<file path="config.mk">
export PLATFORM = sky130hd
export DESIGN_NAME = topic_filter_match_table
export DESIGN_NICKNAME = d
export VERILOG_FILES = /design/src/design/tfm_pkg.sv /design/src/design/tfm_ram.sv /design/src/design/tfm_cfg.sv /design/src/design/tfm_engine.sv /design/src/design/topic_filter_match_table.sv
export SDC_FILE = /design/constraint.sdc
export NUM_CORES = 2
export LEC_CHECK = 0
export BUFFER_PORTS_ARGS = -buffer_cell sky130_fd_sc_hd__buf_4
export CAP_MARGIN = 10
export CORE_MARGIN = 4
export CORE_UTILIZATION = 50
export DETAILED_ROUTE_END_ITERATION = 12
export GPL_ROUTABILITY_DRIVEN = 0
export PLACE_DENSITY = 0.65
export SYNTH_ARGS = -nofsm -noshare
export SYNTH_HDL_FRONTEND = slang
export SYNTH_SLANG_ARGS = --single-unit
</file>
<file path="constraint.sdc">
create_clock -name clk -period 9.5 [get_ports clk]
set_input_delay 1.9 -clock clk [delete_from_list [all_inputs] [get_ports clk]]
set_output_delay 1.9 -clock clk [all_outputs]
set_load 0.03 [all_outputs]
</file>
<file path="src/design/tfm_pkg.sv">
// Shared types and constants of the topic filter match table.
// Used by every module of the block but tfm_ram; depends on nothing.
package tfm_pkg;

  localparam int NUM_FILTERS_DEF = 8;
  localparam int FILTER_LEN_DEF  = 64;
  localparam int PADDR_W         = 3;

  localparam logic [1:0] KIND_FWRITE = 2'd0;
  localparam logic [1:0] KIND_REMOVE = 2'd1;
  localparam logic [1:0] KIND_TOPIC  = 2'd2;

  localparam logic [1:0] MODE_CMP  = 2'd0;
  localparam logic [1:0] MODE_PLUS = 2'd1;
  localparam logic [1:0] MODE_ALL  = 2'd2;
  localparam logic [1:0] MODE_FAIL = 2'd3;

  localparam logic [1:0] STATUS_OK       = 2'd0;
  localparam logic [1:0] STATUS_TOO_LONG = 2'd1;
  localparam logic [1:0] STATUS_TRUNC    = 2'd2;

  localparam logic [7:0] CH_HASH  = 8'h23;
  localparam logic [7:0] CH_PLUS  = 8'h2B;
  localparam logic [7:0] CH_SLASH = 8'h2F;

  localparam logic REG_DEFAULT_EN = 1'b0;

  typedef struct packed {
    logic [1:0] kind;
    logic [2:0] slot;
    logic [7:0] ch;
    logic       last;
  } item_t;

  typedef struct packed {
    logic [7:0] match_mask;
    logic       use_default;
    logic [1:0] status;
    logic       for_topic;
  } result_t;

endpackage

</file>
<file path="src/design/tfm_ram.sv">
// Generic single-port synchronous RAM with a registered read.
// Stands alone; no package needed.
module tfm_ram #(
  parameter int WIDTH = 8,
  parameter int DEPTH = 2
) (
  input  logic                     clk,
  input  logic                     we,
  input  logic [$clog2(DEPTH)-1:0] addr,
  input  logic [WIDTH-1:0]         wdata,
  output logic [WIDTH-1:0]         rdata
);

  logic [WIDTH-1:0] mem [DEPTH];

  always_ff @(posedge clk) begin
    if (we) begin
      mem[addr] <= wdata;
    end
    rdata <= mem[addr];
  end

endmodule

</file>
<file path="src/design/tfm_cfg.sv">
// APB-style configuration register file holding the default enable.
// Uses tfm_pkg for the register index and address width.
module tfm_cfg import tfm_pkg::*; (
  input  logic               clk,
  input  logic               rst_n,
  input  logic               psel,
  input  logic               penable,
  input  logic               pwrite,
  input  logic [PADDR_W-1:0] paddr,
  input  logic [31:0]        pwdata,
  output logic [31:0]        prdata,
  output logic               pready,
  output logic               default_enabled
);

  logic default_en_r;
  logic default_en_nxt;
  logic hit_default;

  assign hit_default = (paddr[PADDR_W-1] == REG_DEFAULT_EN);

  always_comb begin
    default_en_nxt = default_en_r;
    if (psel && penable && pwrite && hit_default) begin
      default_en_nxt = pwdata[0];
    end
  end

  always_ff @(posedge clk) begin
    if (!rst_n) begin
      default_en_r <= 1'b0;
    end else begin
      default_en_r <= default_en_nxt;
    end
  end

  assign prdata          = hit_default ? {31'd0, default_en_r} : 32'd0;
  assign pready          = 1'b1;
  assign default_enabled = default_en_r;

endmodule

</file>
<file path="src/design/tfm_engine.sv">
// Sequencer of the match table: per-slot match state, filter writes and the
// slot sweep over the filter character RAM. Uses tfm_pkg; drives tfm_ram.
module tfm_engine import tfm_pkg::*; #(
  parameter int NUM_FILTERS = NUM_FILTERS_DEF,
  parameter int FILTER_LEN  = FILTER_LEN_DEF,
  localparam int NS  = (NUM_FILTERS < 8) ? NUM_FILTERS : 8,
  localparam int AW  = $clog2(NS * FILTER_LEN)
) (
  input  logic          clk,
  input  logic          rst_n,
  input  logic          in_valid,
  output logic          in_stall,
  input  item_t         in_item,
  input  logic          default_enabled,
  output logic          out_valid,
  input  logic          out_stall,
  output result_t       out_res,
  output logic          ram_we,
  output logic [AW-1:0] ram_addr,
  output logic [7:0]    ram_wdata,
  input  logic [7:0]    ram_rdata
);

  localparam int SW  = (NS > 1) ? $clog2(NS) : 1;
  localparam int IW  = $clog2(FILTER_LEN);
  localparam int TCW = $clog2(FILTER_LEN + 1);

  localparam logic [IW-1:0]  LEN_LIM   = IW'(FILTER_LEN - 1);
  localparam logic [TCW-1:0] TC_LIM    = TCW'(FILTER_LEN - 1);
  localparam logic [TCW-1:0] TC_FULL   = TCW'(FILTER_LEN);
  localparam logic [SW-1:0]  LAST_SLOT = SW'(NS - 1);

  localparam logic [3:0] ST_IDLE = 4'd0;
  localparam logic [3:0] ST_WR   = 4'd1;
  localparam logic [3:0] ST_CMP  = 4'd2;
  localparam logic [3:0] ST_CMPD = 4'd3;
  localparam logic [3:0] ST_END  = 4'd4;
  localparam logic [3:0] ST_E1   = 4'd5;
  localparam logic [3:0] ST_E2   = 4'd6;
  localparam logic [3:0] ST_E3   = 4'd7;
  localparam logic [3:0] ST_PUSH = 4'd8;

  logic [3:0]     state_r, state_nxt;
  logic [SW-1:0]  cur_r, cur_nxt;
  logic [TCW-1:0] tc_r, tc_nxt;
  logic           out_valid_r, out_valid_nxt;
  result_t        out_res_r, out_res_nxt;
  result_t        res_r, res_nxt;
  logic [1:0]     kind_r, kind_nxt;
  logic [7:0]     ch_r, ch_nxt;
  logic           last_r, last_nxt;
  logic [IW-1:0]  q_r, q_nxt;
  logic [NS-1:0]  mask_r, mask_nxt;

  logic [IW-1:0]  len_r   [NS];
  logic [IW-1:0]  len_nxt [NS];
  logic [IW-1:0]  pos_r   [NS];
  logic [IW-1:0]  pos_nxt [NS];
  logic [1:0]     mode_r  [NS];
  logic [1:0]     mode_nxt[NS];
  logic           valid_r [NS];
  logic           valid_nxt[NS];
  logic           ovf_r   [NS];
  logic           ovf_nxt [NS];

  logic [IW-1:0]  cur_len;
  logic [IW-1:0]  cur_pos;
  logic [1:0]     cur_mode;
  logic [IW-1:0]  wr_len;
  logic           wr_ovf;
  logic [IW-1:0]  q_inc;
  logic           accept;
  logic           slot_ok;
  logic           step_cmp;
  logic           step_end;
  logic           hit;
  logic           do_eval;

  function automatic logic [AW-1:0] slot_addr(input logic [SW-1:0] s, input logic [IW-1:0] i);
    return AW'(AW'(s) * AW'(FILTER_LEN) + AW'(i));
  endfunction

  assign cur_len  = len_r[cur_r];
  assign cur_pos  = pos_r[cur_r];
  assign cur_mode = mode_r[cur_r];
  assign wr_len   = valid_r[cur_r] ? '0 : cur_len;
  assign wr_ovf   = valid_r[cur_r] ? 1'b0 : ovf_r[cur_r];
  assign q_inc    = q_r + IW'(1);
  assign in_stall = (state_r != ST_IDLE);
  assign accept   = in_valid && !in_stall;
  assign slot_ok  = ({1'b0, in_item.slot} < 4'(NS));

  always_comb begin
    state_nxt     = state_r;
    cur_nxt       = cur_r;
    tc_nxt        = tc_r;
    out_valid_nxt = out_valid_r && out_stall;
    out_res_nxt   = out_res_r;
    res_nxt       = res_r;
    kind_nxt      = kind_r;
    ch_nxt        = ch_r;
    last_nxt      = last_r;
    q_nxt         = q_r;
    mask_nxt      = mask_r;
    len_nxt       = len_r;
    pos_nxt       = pos_r;
    mode_nxt      = mode_r;
    valid_nxt     = valid_r;
    ovf_nxt       = ovf_r;
    ram_we        = 1'b0;
    ram_addr      = slot_addr(cur_r, cur_pos);
    ram_wdata     = ch_r;
    step_cmp      = 1'b0;
    step_end      = 1'b0;
    hit           = 1'b0;
    do_eval       = 1'b0;

    case (state_r)
      ST_IDLE: begin
        if (accept) begin
          kind_nxt = in_item.kind;
          ch_nxt   = in_item.ch;
          last_nxt = in_item.last;
          if ((in_item.kind == KIND_FWRITE || in_item.kind == KIND_REMOVE) && slot_ok) begin
            cur_nxt   = in_item.slot[SW-1:0];
            state_nxt = ST_WR;
          end else if (in_item.kind == KIND_TOPIC) begin
            mask_nxt = '0;
            cur_nxt  = '0;
            if (tc_r == '0) begin
              for (int i = 0; i < NS; i++) begin
                pos_nxt[i]  = '0;
                mode_nxt[i] = MODE_CMP;
              end
            end
            if (tc_r < TC_LIM) begin
              tc_nxt    = tc_r + TCW'(1);
              state_nxt = ST_CMP;
            end else begin
              tc_nxt = TC_FULL;
              if (in_item.last) begin
                state_nxt = ST_END;
              end
            end
          end
        end
      end
      ST_WR: begin
        mode_nxt[cur_r] = MODE_FAIL;
        res_nxt         = '0;
        if (kind_r == KIND_REMOVE) begin
          valid_nxt[cur_r] = 1'b0;
          len_nxt[cur_r]   = '0;
          ovf_nxt[cur_r]   = 1'b0;
          res_nxt.status   = STATUS_OK;
          state_nxt        = ST_PUSH;
        end else begin
          valid_nxt[cur_r] = 1'b0;
          len_nxt[cur_r]   = wr_len;
          ovf_nxt[cur_r]   = wr_ovf;
          if (wr_len < LEN_LIM) begin
            ram_we         = 1'b1;
            ram_addr       = slot_addr(cur_r, wr_len);
            len_nxt[cur_r] = wr_len + IW'(1);
          end else begin
            ovf_nxt[cur_r] = 1'b1;
          end
          if (!last_r) begin
            state_nxt = ST_IDLE;
          end else if (ovf_nxt[cur_r]) begin
            len_nxt[cur_r] = '0;
            ovf_nxt[cur_r] = 1'b0;
            res_nxt.status = STATUS_TOO_LONG;
            state_nxt      = ST_PUSH;
          end else begin
            valid_nxt[cur_r] = 1'b1;
            res_nxt.status   = STATUS_OK;
            state_nxt        = ST_PUSH;
          end
        end
      end
      ST_CMP: begin
        if (cur_mode == MODE_CMP || (cur_mode == MODE_PLUS && ch_r == CH_SLASH)) begin
          if (cur_pos >= cur_len) begin
            mode_nxt[cur_r] = MODE_FAIL;
            step_cmp        = 1'b1;
          end else begin
            mode_nxt[cur_r] = MODE_CMP;
            state_nxt       = ST_CMPD;
          end
        end else begin
          step_cmp = 1'b1;
        end
      end
      ST_CMPD: begin
        if (ram_rdata == CH_HASH) begin
          mode_nxt[cur_r] = MODE_ALL;
          step_cmp        = 1'b1;
        end else if (ram_rdata == CH_PLUS) begin
          pos_nxt[cur_r] = cur_pos + IW'(1);
          if (ch_r != CH_SLASH) begin
            mode_nxt[cur_r] = MODE_PLUS;
            step_cmp        = 1'b1;
          end else begin
            state_nxt = ST_CMP;
          end
        end else if (ram_rdata == ch_r) begin
          pos_nxt[cur_r]  = cur_pos + IW'(1);
          mode_nxt[cur_r] = MODE_CMP;
          step_cmp        = 1'b1;
        end else begin
          mode_nxt[cur_r] = MODE_FAIL;
          step_cmp        = 1'b1;
        end
      end
      ST_END: begin
        if (!valid_r[cur_r] || cur_mode == MODE_FAIL) begin
          step_end = 1'b1;
        end else if (cur_mode == MODE_ALL || cur_pos >= cur_len) begin
          hit      = 1'b1;
          step_end = 1'b1;
        end else begin
          q_nxt     = cur_pos;
          state_nxt = ST_E1;
        end
      end
      ST_E1: begin
        if (ram_rdata == CH_PLUS) begin
          q_nxt = q_inc;
          if (q_inc >= cur_len) begin
            hit      = 1'b1;
            step_end = 1'b1;
          end else begin
            ram_addr  = slot_addr(cur_r, q_inc);
            state_nxt = ST_E2;
          end
        end else begin
          do_eval = 1'b1;
        end
      end
      ST_E2: begin
        do_eval = 1'b1;
      end
      ST_E3: begin
        hit      = (ram_rdata == CH_HASH);
        step_end = 1'b1;
      end
      ST_PUSH: begin
        if (!out_valid_r || !out_stall) begin
          out_valid_nxt = 1'b1;
          out_res_nxt   = res_r;
          state_nxt     = ST_IDLE;
        end
      end
      default: begin
        state_nxt = ST_IDLE;
      end
    endcase

    if (do_eval) begin
      if (ram_rdata == CH_HASH) begin
        hit      = 1'b1;
        step_end = 1'b1;
      end else if (ram_rdata == CH_SLASH && q_inc < cur_len) begin
        ram_addr  = slot_addr(cur_r, q_inc);
        state_nxt = ST_E3;
      end else begin
        step_end = 1'b1;
      end
    end

    if (step_cmp) begin
      if (cur_r == LAST_SLOT) begin
        cur_nxt   = '0;
        state_nxt = last_r ? ST_END : ST_IDLE;
      end else begin
        cur_nxt   = cur_r + SW'(1);
        state_nxt = ST_CMP;
      end
    end

    if (step_end) begin
      if (hit) begin
        mask_nxt[cur_r] = 1'b1;
      end
      if (cur_r == LAST_SLOT) begin
        res_nxt.match_mask  = 8'(mask_nxt);
        res_nxt.use_default = (mask_nxt == '0) && default_enabled;
        res_nxt.status      = (tc_r == TC_FULL) ? STATUS_TRUNC : STATUS_OK;
        res_nxt.for_topic   = 1'b1;
        tc_nxt              = '0;
        cur_nxt             = '0;
        state_nxt           = ST_PUSH;
      end else begin
        cur_nxt   = cur_r + SW'(1);
        state_nxt = ST_END;
      end
    end
  end

  always_ff @(posedge clk) begin
    if (!rst_n) begin
      state_r     <= ST_IDLE;
      cur_r       <= '0;
      tc_r        <= '0;
      out_valid_r <= 1'b0;
      for (int i = 0; i < NS; i++) begin
        len_r[i]   <= '0;
        pos_r[i]   <= '0;
        mode_r[i]  <= MODE_CMP;
        valid_r[i] <= 1'b0;
        ovf_r[i]   <= 1'b0;
      end
    end else begin
      state_r     <= state_nxt;
      cur_r       <= cur_nxt;
      tc_r        <= tc_nxt;
      out_valid_r <= out_valid_nxt;
      len_r       <= len_nxt;
      pos_r       <= pos_nxt;
      mode_r      <= mode_nxt;
      valid_r     <= valid_nxt;
      ovf_r       <= ovf_nxt;
    end
  end

  always_ff @(posedge clk) begin
    out_res_r <= out_res_nxt;
    res_r     <= res_nxt;
    kind_r    <= kind_nxt;
    ch_r      <= ch_nxt;
    last_r    <= last_nxt;
    q_r       <= q_nxt;
    mask_r    <= mask_nxt;
  end

  assign out_valid = out_valid_r;
  assign out_res   = out_res_r;

endmodule

</file>
<file path="src/design/topic_filter_match_table.sv">
// Topic filter match table: filters are stored in a character RAM and a
// topic is streamed against them one character at a time. A filter character
// write or a slot removal is applied in the write state; the ack of a
// removal or of a filter's last character goes via the push state to the
// output register. A topic character sweeps the slots in the compare state,
// with a compare-data state for a slot that reads a filter character; a '+'
// met on a '/' goes back to compare. The last character of a topic adds an
// end sweep through the end state and states E1 to E3, then the push state
// loads the output register. The filter RAM's single read port is visited
// one slot at a time. Filter characters are only read below a slot's stored
// length, so the RAM needs no clearing after reset. The output register lets
// the next item in while a result still waits to be taken.
module topic_filter_match_table import tfm_pkg::*; #(
  parameter int NUM_FILTERS = NUM_FILTERS_DEF,
  parameter int FILTER_LEN  = FILTER_LEN_DEF
) (
  input  logic               clk,
  input  logic               rst_n,
  input  logic               in_valid,
  output logic               in_stall,
  input  logic [1:0]         in_kind,
  input  logic [2:0]         in_slot,
  input  logic [7:0]         in_ch,
  input  logic               in_last,
  output logic               out_valid,
  input  logic               out_stall,
  output logic [7:0]         out_match_mask,
  output logic               out_use_default,
  output logic [1:0]         out_status,
  output logic               out_for_topic,
  input  logic               psel,
  input  logic               penable,
  input  logic               pwrite,
  input  logic [PADDR_W-1:0] paddr,
  input  logic [31:0]        pwdata,
  output logic [31:0]        prdata,
  output logic               pready
);

  localparam int NS    = (NUM_FILTERS < 8) ? NUM_FILTERS : 8;
  localparam int DEPTH = NS * FILTER_LEN;
  localparam int AW    = $clog2(DEPTH);

  item_t          item;
  result_t        res;
  logic           default_enabled;
  logic           ram_we;
  logic [AW-1:0]  ram_addr;
  logic [7:0]     ram_wdata;
  logic [7:0]     ram_rdata;

  assign item.kind = in_kind;
  assign item.slot = in_slot;
  assign item.ch   = in_ch;
  assign item.last = in_last;

  tfm_cfg u_cfg (
    .clk             (clk),
    .rst_n           (rst_n),
    .psel            (psel),
    .penable         (penable),
    .pwrite          (pwrite),
    .paddr           (paddr),
    .pwdata          (pwdata),
    .prdata          (prdata),
    .pready          (pready),
    .default_enabled (default_enabled)
  );

  tfm_ram #(
    .WIDTH (8),
    .DEPTH (DEPTH)
  ) u_ram (
    .clk   (clk),
    .we    (ram_we),
    .addr  (ram_addr),
    .wdata (ram_wdata),
    .rdata (ram_rdata)
  );

  tfm_engine #(
    .NUM_FILTERS (NUM_FILTERS),
    .FILTER_LEN  (FILTER_LEN)
  ) u_engine (
    .clk             (clk),
    .rst_n           (rst_n),
    .in_valid        (in_valid),
    .in_stall        (in_stall),
    .in_item         (item),
    .default_enabled (default_enabled),
    .out_valid       (out_valid),
    .out_stall       (out_stall),
    .out_res         (res),
    .ram_we          (ram_we),
    .ram_addr        (ram_addr),
    .ram_wdata       (ram_wdata),
    .ram_rdata       (ram_rdata)
  );

  assign out_match_mask  = res.match_mask;
  assign out_use_default = res.use_default;
  assign out_status      = res.status;
  assign out_for_topic   = res.for_topic;

endmodule

</file>
Word level (Yosys, flattened, before mapping)

Memories as Yosys holds them, arrays and structs flattened. A register that Yosys moved wholly into a read port is not among the register bits.
Cells that the tools add are included.

Eq/ne operators: 33
$lt $le $gt $ge: 9
Add/subtract/negate cells: 8
Muxes and demuxes: 160
Reduce and logical (&&, ||, !) cells: 38
Bitwise gates (word level): 21

Operators with widths:

| cell                                                            | number |
|---|---|
| 48-bit 2-to-1 mux                                               | 13 |
| 16-bit 2-to-1 mux                                               | 10 |
| 48-bit bitwise mux                                              | 3 |
| 8-bit 2-to-1 mux                                                | 16 |
| 48-bit AND                                                      | 2 |
| 4-bit 2-to-1 mux                                                | 24 |
| 48-bit one-hot mux with 2 select lines                          | 1 |
| 16-bit one-hot mux with 4 select lines                          | 1 |
| 9-bit 2-to-1 mux                                                | 7 |
| 6-bit 2-to-1 mux                                                | 9 |
| 7-bit 2-to-1 mux                                                | 7 |
| 48-bit inverter                                                 | 1 |
| 8-bit AND                                                       | 5 |
| 8-bit OR                                                        | 5 |
| 6-bit binary-select mux with 3-bit select                       | 2 |
| 12-bit 2-to-1 mux                                               | 3 |
| 1-bit 2-to-1 mux                                                | 34 |
| 8-bit by 6-bit == test with 1-bit output, second input constant | 4 |
| 4-bit one-hot mux with 8 select lines                           | 1 |
| 9-bit by 6-bit adder with 9-bit output                          | 3 |
| 3-bit 2-to-1 mux                                                | 8 |
| 8-bit inverter                                                  | 3 |
| 6-bit by 1-bit adder with 6-bit output, second input constant   | 3 |
| 6-bit demux with 3-bit select                                   | 1 |
| 54 further kinds                                                | 103 |

RAM bits: 4096
Input bits: 56
Memories: 1
Register bits: 193
Word-level logic and storage cells: 328

Memories:

| name      | depth | width | rd ports | clocked after memory_dff | write ports | RTL line      | text |
|---|---|---|---|---|---|---|---|
| u_ram.mem | 512   | 8     | 1        | 1                        | 1           | tfm_ram.sv:14 | `logic [WIDTH-1:0] mem [DEPTH];` |

Depth between registers and ports, before layout

Depth in word-level cells: 19
Gate-level depth with buffers: 28
Mapped depth without buffers: 18

Modules after synthesis

A second synthesis with hierarchy kept.

Cell total of the unflattened synthesis: 8665
Area, all modules: 168318.9 µm²

Modules (own cells, without submodules):

| module     | seq. area each (µm²) | cells an instance | area each (µm²) | instances |
|---|---|---|---|---|
| tfm_ram    | 123158.1             | 7575              | 158359.4        | 1 |
| tfm_engine | 4134.0               | 1050              | 9644.2          | 1 |
| tfm_cfg    | 20.0                 | 40                | 315.3           | 1 |

Worst setup path after synthesis

No wires, ideal clock.

Path kind: register to register
Start: reg u_engine.ch_r[3], in the netlist u_engine.ram_wdata[3]
End: reg u_engine.mode_r[7] (netlist name)
Slack: 0.818 ns
Stages on the path, launching flop included: 10
Buffers on the path: 1
Required time: 9.424 ns
Data arrival time: 8.606 ns
Cell sequence: edfxtp_1 nand4_1 nor4_1 o21a_1 a21oi_1 nor3_1 clkbuf_1 o21ai_0 or2_2 a21boi_0

Cells in the longest elaborated chain, start to end: 5
Elaborated cells on any way between the ends: 12

RTL lines:

| element                                                                                      | RTL line                             | text |
|---|---|---|
| start, declared                                                                              | tfm_engine.sv:50                     | `logic [7:0] ch_r, ch_nxt;` |
| start signal, assigned                                                                       | tfm_engine.sv:331                    | `ch_r <= ch_nxt;` |
| 8-bit == test / 8-bit by 6-bit == test with 1-bit output (equally long branches)             | tfm_engine.sv:207, tfm_engine.sv:183 |  |
| 16-bit 2-to-1 mux / 1-bit logical AND (equally long branches)                                | tfm_engine.sv:207, tfm_engine.sv:183 |  |
| 16-bit 2-to-1 mux / 1-bit logical OR (equally long branches)                                 | tfm_engine.sv:199, tfm_engine.sv:183 |  |
| 16-bit 2-to-1 mux / 2-bit by 1-bit inequality test with 1-bit output (equally long branches) | -                                    |  |
| 16-bit one-hot mux with 4 select lines / 7-bit AND reduction (equally long branches)         | -                                    |  |
| end signal, assigned                                                                         | tfm_engine.sv:321                    | `mode_r <= mode_nxt;` |
| end, declared                                                                                | tfm_engine.sv:59                     | `logic [1:0] mode_r [NS];` |

Several ways; a longest one is shown, not always the timed one.
A chain may end at the register's enable or synchronous reset.

Worst setup path in the final report

Start: reg u_engine.cur_r[1]
End: reg u_ram.rdata[3], read port of u_ram.mem

Cells in the longest elaborated chain, start to end: 12
Elaborated cells on any way between the ends: 26

RTL lines:

| element                                                                                                       | RTL line                                             | text |
|---|---|---|
| start, declared                                                                                               | tfm_engine.sv:44                                     | `logic [SW-1:0] cur_r, cur_nxt;` |
| start signal, assigned                                                                                        | tfm_engine.sv:316                                    | `cur_r <= cur_nxt;` |
| 3-bit inverter with 4-bit output (implied by the code)                                                        | tfm_engine.sv:83, tfm_engine.sv:84, tfm_engine.sv:86 |  |
| 6-bit binary-select mux with 3-bit select / 1-bit binary-select mux with 3-bit select (equally long branches) | tfm_engine.sv:83, tfm_engine.sv:86                   |  |
| 6-bit 2-to-1 mux (implied by the code) / 1-bit 2-to-1 mux (equally long branches) (2 in series)               | tfm_engine.sv:83, tfm_engine.sv:86                   |  |
| 6-bit 2-to-1 mux                                                                                              | tfm_engine.sv:86                                     | `assign wr_len = valid_r[cur_r] ? '0 : cur_len;` |
| 9-bit by 6-bit adder with 9-bit output / 6-bit less-than comparator (equally long branches)                   | tfm_engine.sv:80, tfm_engine.sv:161                  |  |
| 9-bit 2-to-1 mux                                                                                              | tfm_engine.sv:161                                    | `if (wr_len < LEN_LIM) begin` |
| 9-bit 2-to-1 mux                                                                                              | tfm_engine.sv:151                                    | `if (kind_r == KIND_REMOVE) begin` |
| 9-bit one-hot mux with 2 select lines                                                                         | tfm_engine.sv:118                                    | `case (state_r)` |
| 9-bit 2-to-1 mux                                                                                              | tfm_engine.sv:264                                    | `end else if (ram_rdata == CH_SLASH && q_inc < cur_len) begin` |
| 9-bit 2-to-1 mux                                                                                              | tfm_engine.sv:261                                    | `if (ram_rdata == CH_HASH) begin` |
| 9-bit 2-to-1 mux *                                                                                            | tfm_engine.sv:260                                    | `if (do_eval) begin` |
| end, declared                                                                                                 | tfm_ram.sv:11                                        | `output logic [WIDTH-1:0] rdata` |

Mark *: on every way between the ends. The rest lies on a longest branch, timed or not. The select of a mux whose other input is x is not followed.

==> results by group <==
Synth
  • Top area cells in the synthesized netlist: edfxtp_1 (72%), mux2i_1 (7.9%), nand2_1 (3.4%), nor3_1 (2.5%), dfxtp_1 (2.0%)
  • Top cell type's share of synthesized area: 71.6%
  • Cell area after synthesis: 173000 um^2
  • Ys flop type: edfxtp_1
  • Commonest cells post-synth: edfxtp_1 (4125), nand2_1 (1566), mux2i_1 (1373), nor3_1 (873), nor2_1 (606)
  • Post-Syn Area per Cell: 14.7 um^2
  • Synth warn: 0
  • Synth area leader: edfxtp_1
  • Most numerous cell in the Yosys netlist: edfxtp_1
  • Sequential cell area fraction in the yosys report: 73.6%
  • Netlist cell types: 91
  • EDFF count, synth: 4125
  • Synth Register Bits: 4297
  • Post-synth ARST share: 0%
  • Mapped Cells: 11800

Clock tree
  • Total setup buffers inserted after CTS: 0
  • CTS tree: done
  • Num CTS Buffers: 431
  • Worst skew pair latency: 0.99 ns
  • H-Tree Depth: 5
  • Hold Buf Count CTS: 0
  • PostCTS Resize Cnt: 0
  • CTS root buffer: clkbuf_16
  • Worst-path clk slew: 0.06 ns
  • Clk buf depth: 4
  • Sink Count: 4297

Final layout
  • Register area: 127000 um^2
  • Area growth syn-to-layout: 11.4%
  • Layout cell share with drive strength beyond 1: 9.72%
  • Number of fill cells in the layout: 26500
  • Area of the multi-input gates: 42300 um^2
  • Cell area after layout: 193000 um^2
  • Layout net count: 11900

Timing
  • Worst rel slew slack: 6.47%
  • Hold Vio Cnt, Final: 0
  • Unrepaired setup endpoints after global routing: false
  • Period utilisation layout: 90.5%
  • Final setup fails: 0
  • Final worst path period need: 8.60 ns
  • Max Slew Vio Count: 0
  • Post-Route Setup TNS: 0 ns
  • Worst slew pin tran: 1.37 ns
  • Post-route clock skew: 0.0657 ns
  • Fmax: 116 MHz

Outcome
  • Outcome: completed

Worst setup path
  • Cell-by-cell trace of the critical path: nor2_1 -> a32oi_1 -> nand2_1 -> a21oi_1 -> ha_1 -> nand2b_1 -> a21oi_1 -> a2111oi_0 -> nor3_1 -> mux2i_1 -> a31o_4 -> buf_12 -> buf_12 -> buf_4 -> mux2i_1 -> nor3_1 -> a2111oi_0 -> a21oi_1 -> a2111oi_2 -> buf_4 -> o22ai_1 -> or4b_1
  • Startpoint Class: register
  • Crit path max-delay family: compound AO/OA/AOI/OAI gates
  • Crit Reg-Reg Startpoint: u_engine.cur_r[1]
  • WS Path Type: register to register
  • Max stage delay on crit path: 0.82 ns
  • Critical Path Source: u_engine.cur_r[1]
  • Critical Path AT: 9.44 ns
  • CP endpoint kind: register
  • CP Data Required Time: 10.34 ns
  • Worst path slowest cell: a2111oi_0
  • Buf+Inv Stages, Crit Path: 4
  • CP Max Fanout: 49
  • Crit-path most repeated cell: a21oi_1

Routing
  • 1st-pass router iterations: 8
  • Post-DR vias/cell: 6.31
  • WL/cell: 30.1 um
  • DR vias: 105000
  • DRC Markers: 0
  • DR iter-0 viols: 14000
  • WL final: 503 mm
  • Antenna Nets Post-Route: 0

Hold path
  • Hold path startpoint: u_engine.res_r[5]
  • Hold crit path type: register to register

Placement
  • Detailed Place HPWL: 299 mm
  • IO Port Bufs: 37
  • Placed cell areas: 179000 um^2

Floorplan
  • Initial core utilization: 50.3%
  • # rows: 215
  • # IOs: 103
  • Die ar.: 356000 um^2
  • Width of the die: 596 um
  • Die Y: 596 um
  • Core ar.: 344000 um^2

Power and ir drop
  • P_leak: 70.3 nW
  • Switching Share: 20.7%
  • Power per cell area: 199 nW/um^2
  • Worst ir drop on vdd: 0.164 mV
  • Int Pwr: 30.4 mW
  • Reg power frac: 54.5%
  • Clock power frac: 43.0%
  • Logic pwr share: 2.5%
  • Sw power: 7.93 mW

Global route
  • Grt total ovfl: 0
  • Largest net degree at the start of global routing: 182
  • Initial antenna violation count: 23
  • Vias in the first global route: 101000
  • Total GRT Usage: 27.4%
  • Global-route wire length before repair: 716 mm

Run
  • Max Cap Violations: 0
-- cell families after synthesis --
| logic type | share of synthesized area, % |
|---|---|
| DFF | 73.6 |
| and+or+nand+nor | 9.16 |
| muxes | 8.82 |
| AOI/OAI and AO/OA | 5.80 |
| buffers and inverters | 2.40 |
| xor gates and xnor gates | 0.106 |
| adders and majority gates | 0.130 |
| other | 0.00434 |
-- power groups by stage --
| stage | clock (mW) | combinational, mW | sequential (mW) |
|---|---|---|---|
| floorplan | 0 | 0.308 | 21.6 |
| global placement | 0 | 0.896 | 21.3 |
| detailed placement | 0 | 0.928 | 21.3 |
| CTS | 16.6 | 0.929 | 20.9 |
| global route | 17.4 | 0.985 | 20.9 |
| finish | 16.5 | 0.944 | 20.9 |
-- through the flow --
stage / utilization, % / hold slack (ns) / cells / power, mW / worst slack (ns)
floorplan: - / 0.408 / 11800 / 22.0 / 0.818
global route: 56.1 / 0.439 / 16700 / 39.3 / 0.664
CTS: 56.1 / 0.427 / 16700 / 38.5 / 0.867
detailed placement: 52.1 / 0.416 / 15900 / 22.2 / 0.902
finish: 56.1 / 0.417 / 16700 / 38.4 / 0.898
global placement: 52.1 / 0.416 / 15900 / 22.2 / 0.976
-- placed cells by master (no fill, tap or decap), drive strengths merged, types with 32 or more instances in the layout --
cell type,n
a2111o,32
a2111oi,204
a21boi,36
a21o,39
a21oi,513
a22oi,68
a31oi,38
and2,36
buf,390
clkbuf,558
clkinv,174
conb,32
dfxtp,172
edfxtp,4125
inv,35
mux2,117
mux2i,1373
nand2,1567
nand3,188
nor2,606
nor2b,74
nor3,874
nor4,139
o2111ai,38
o21ai,90
o22a,69
o22ai,180
o31ai,44
-- path summary, 6_finish.rpt --
| kind | end | slack, ns | cells after the start |
|---|---|---|---|
| worst min register to register | u_engine.out_res[5] | 0.42 | 0 |
| worst max-delay path | u_ram.rdata[3] | 0.90 | 22 |
| worst min-delay path | u_engine.out_res[5] | 0.42 | 0 |
| worst max register to register | u_ram.rdata[3] | 0.90 | 22 |
-- layer usage --
metal | GRT usage [%] | routed length [um] | vias to the layer above
met1 | 37.8 | 195000 | 53100
met4 | 11.6 | 22700 | 0
li1 | - | - | 45100
met3 | 6.11 | 55400 | 1070
met5 | 0 | 0 | -
met2 | 42.3 | 230000 | 6169
-- sequential cells by signal, indices dropped and copies added (netlist names), named ones only --
register and count:
u_engine.out_res 12, u_engine.tc_r 7, u_engine.out_valid 1, u_engine.pos_r 48
u_engine.res_r 12, u_ram.mem 4096, u_engine.mask_r 8, u_ram.rdata 8
u_engine.last_r 1, u_engine.kind_r 2, u_cfg.default_enabled 1, u_engine.len_r 48
u_engine.cur_r 3, u_engine.state_r 4, u_engine.q_r 6, u_engine.ovf_r 8
u_engine.ram_wdata 8, u_engine.mode_r 16
-- cell type report --
type | instances | share of cell area [%]
Antenna cell | 15 | 0.0195
Clock buffer | 558 | 6.00
Clock inverter | 225 | 1.03
Inverter | 19 | 0.0370
Multi-Input combinational cell | 6644 | 21.9
Sequential cell | 4297 | 66.0
Tap cell | 4557 | 2.96
Timing Repair Buffer | 391 | 1.99
-- worst register-to-register path: cells and delay by family, from the launching register on --
| kind | cells | cell delay, ns |
|---|---|---|
| simple gates | 6 | 1.23 |
| flops | 1 | 0.77 |
| compound gates | 9 | 4.02 |
| mux | 2 | 0.64 |
| fa+ha+maj | 1 | 0.36 |
| buf+inv | 4 | 1.44 |
Note: power is estimated with default switching activity, not from simulation.
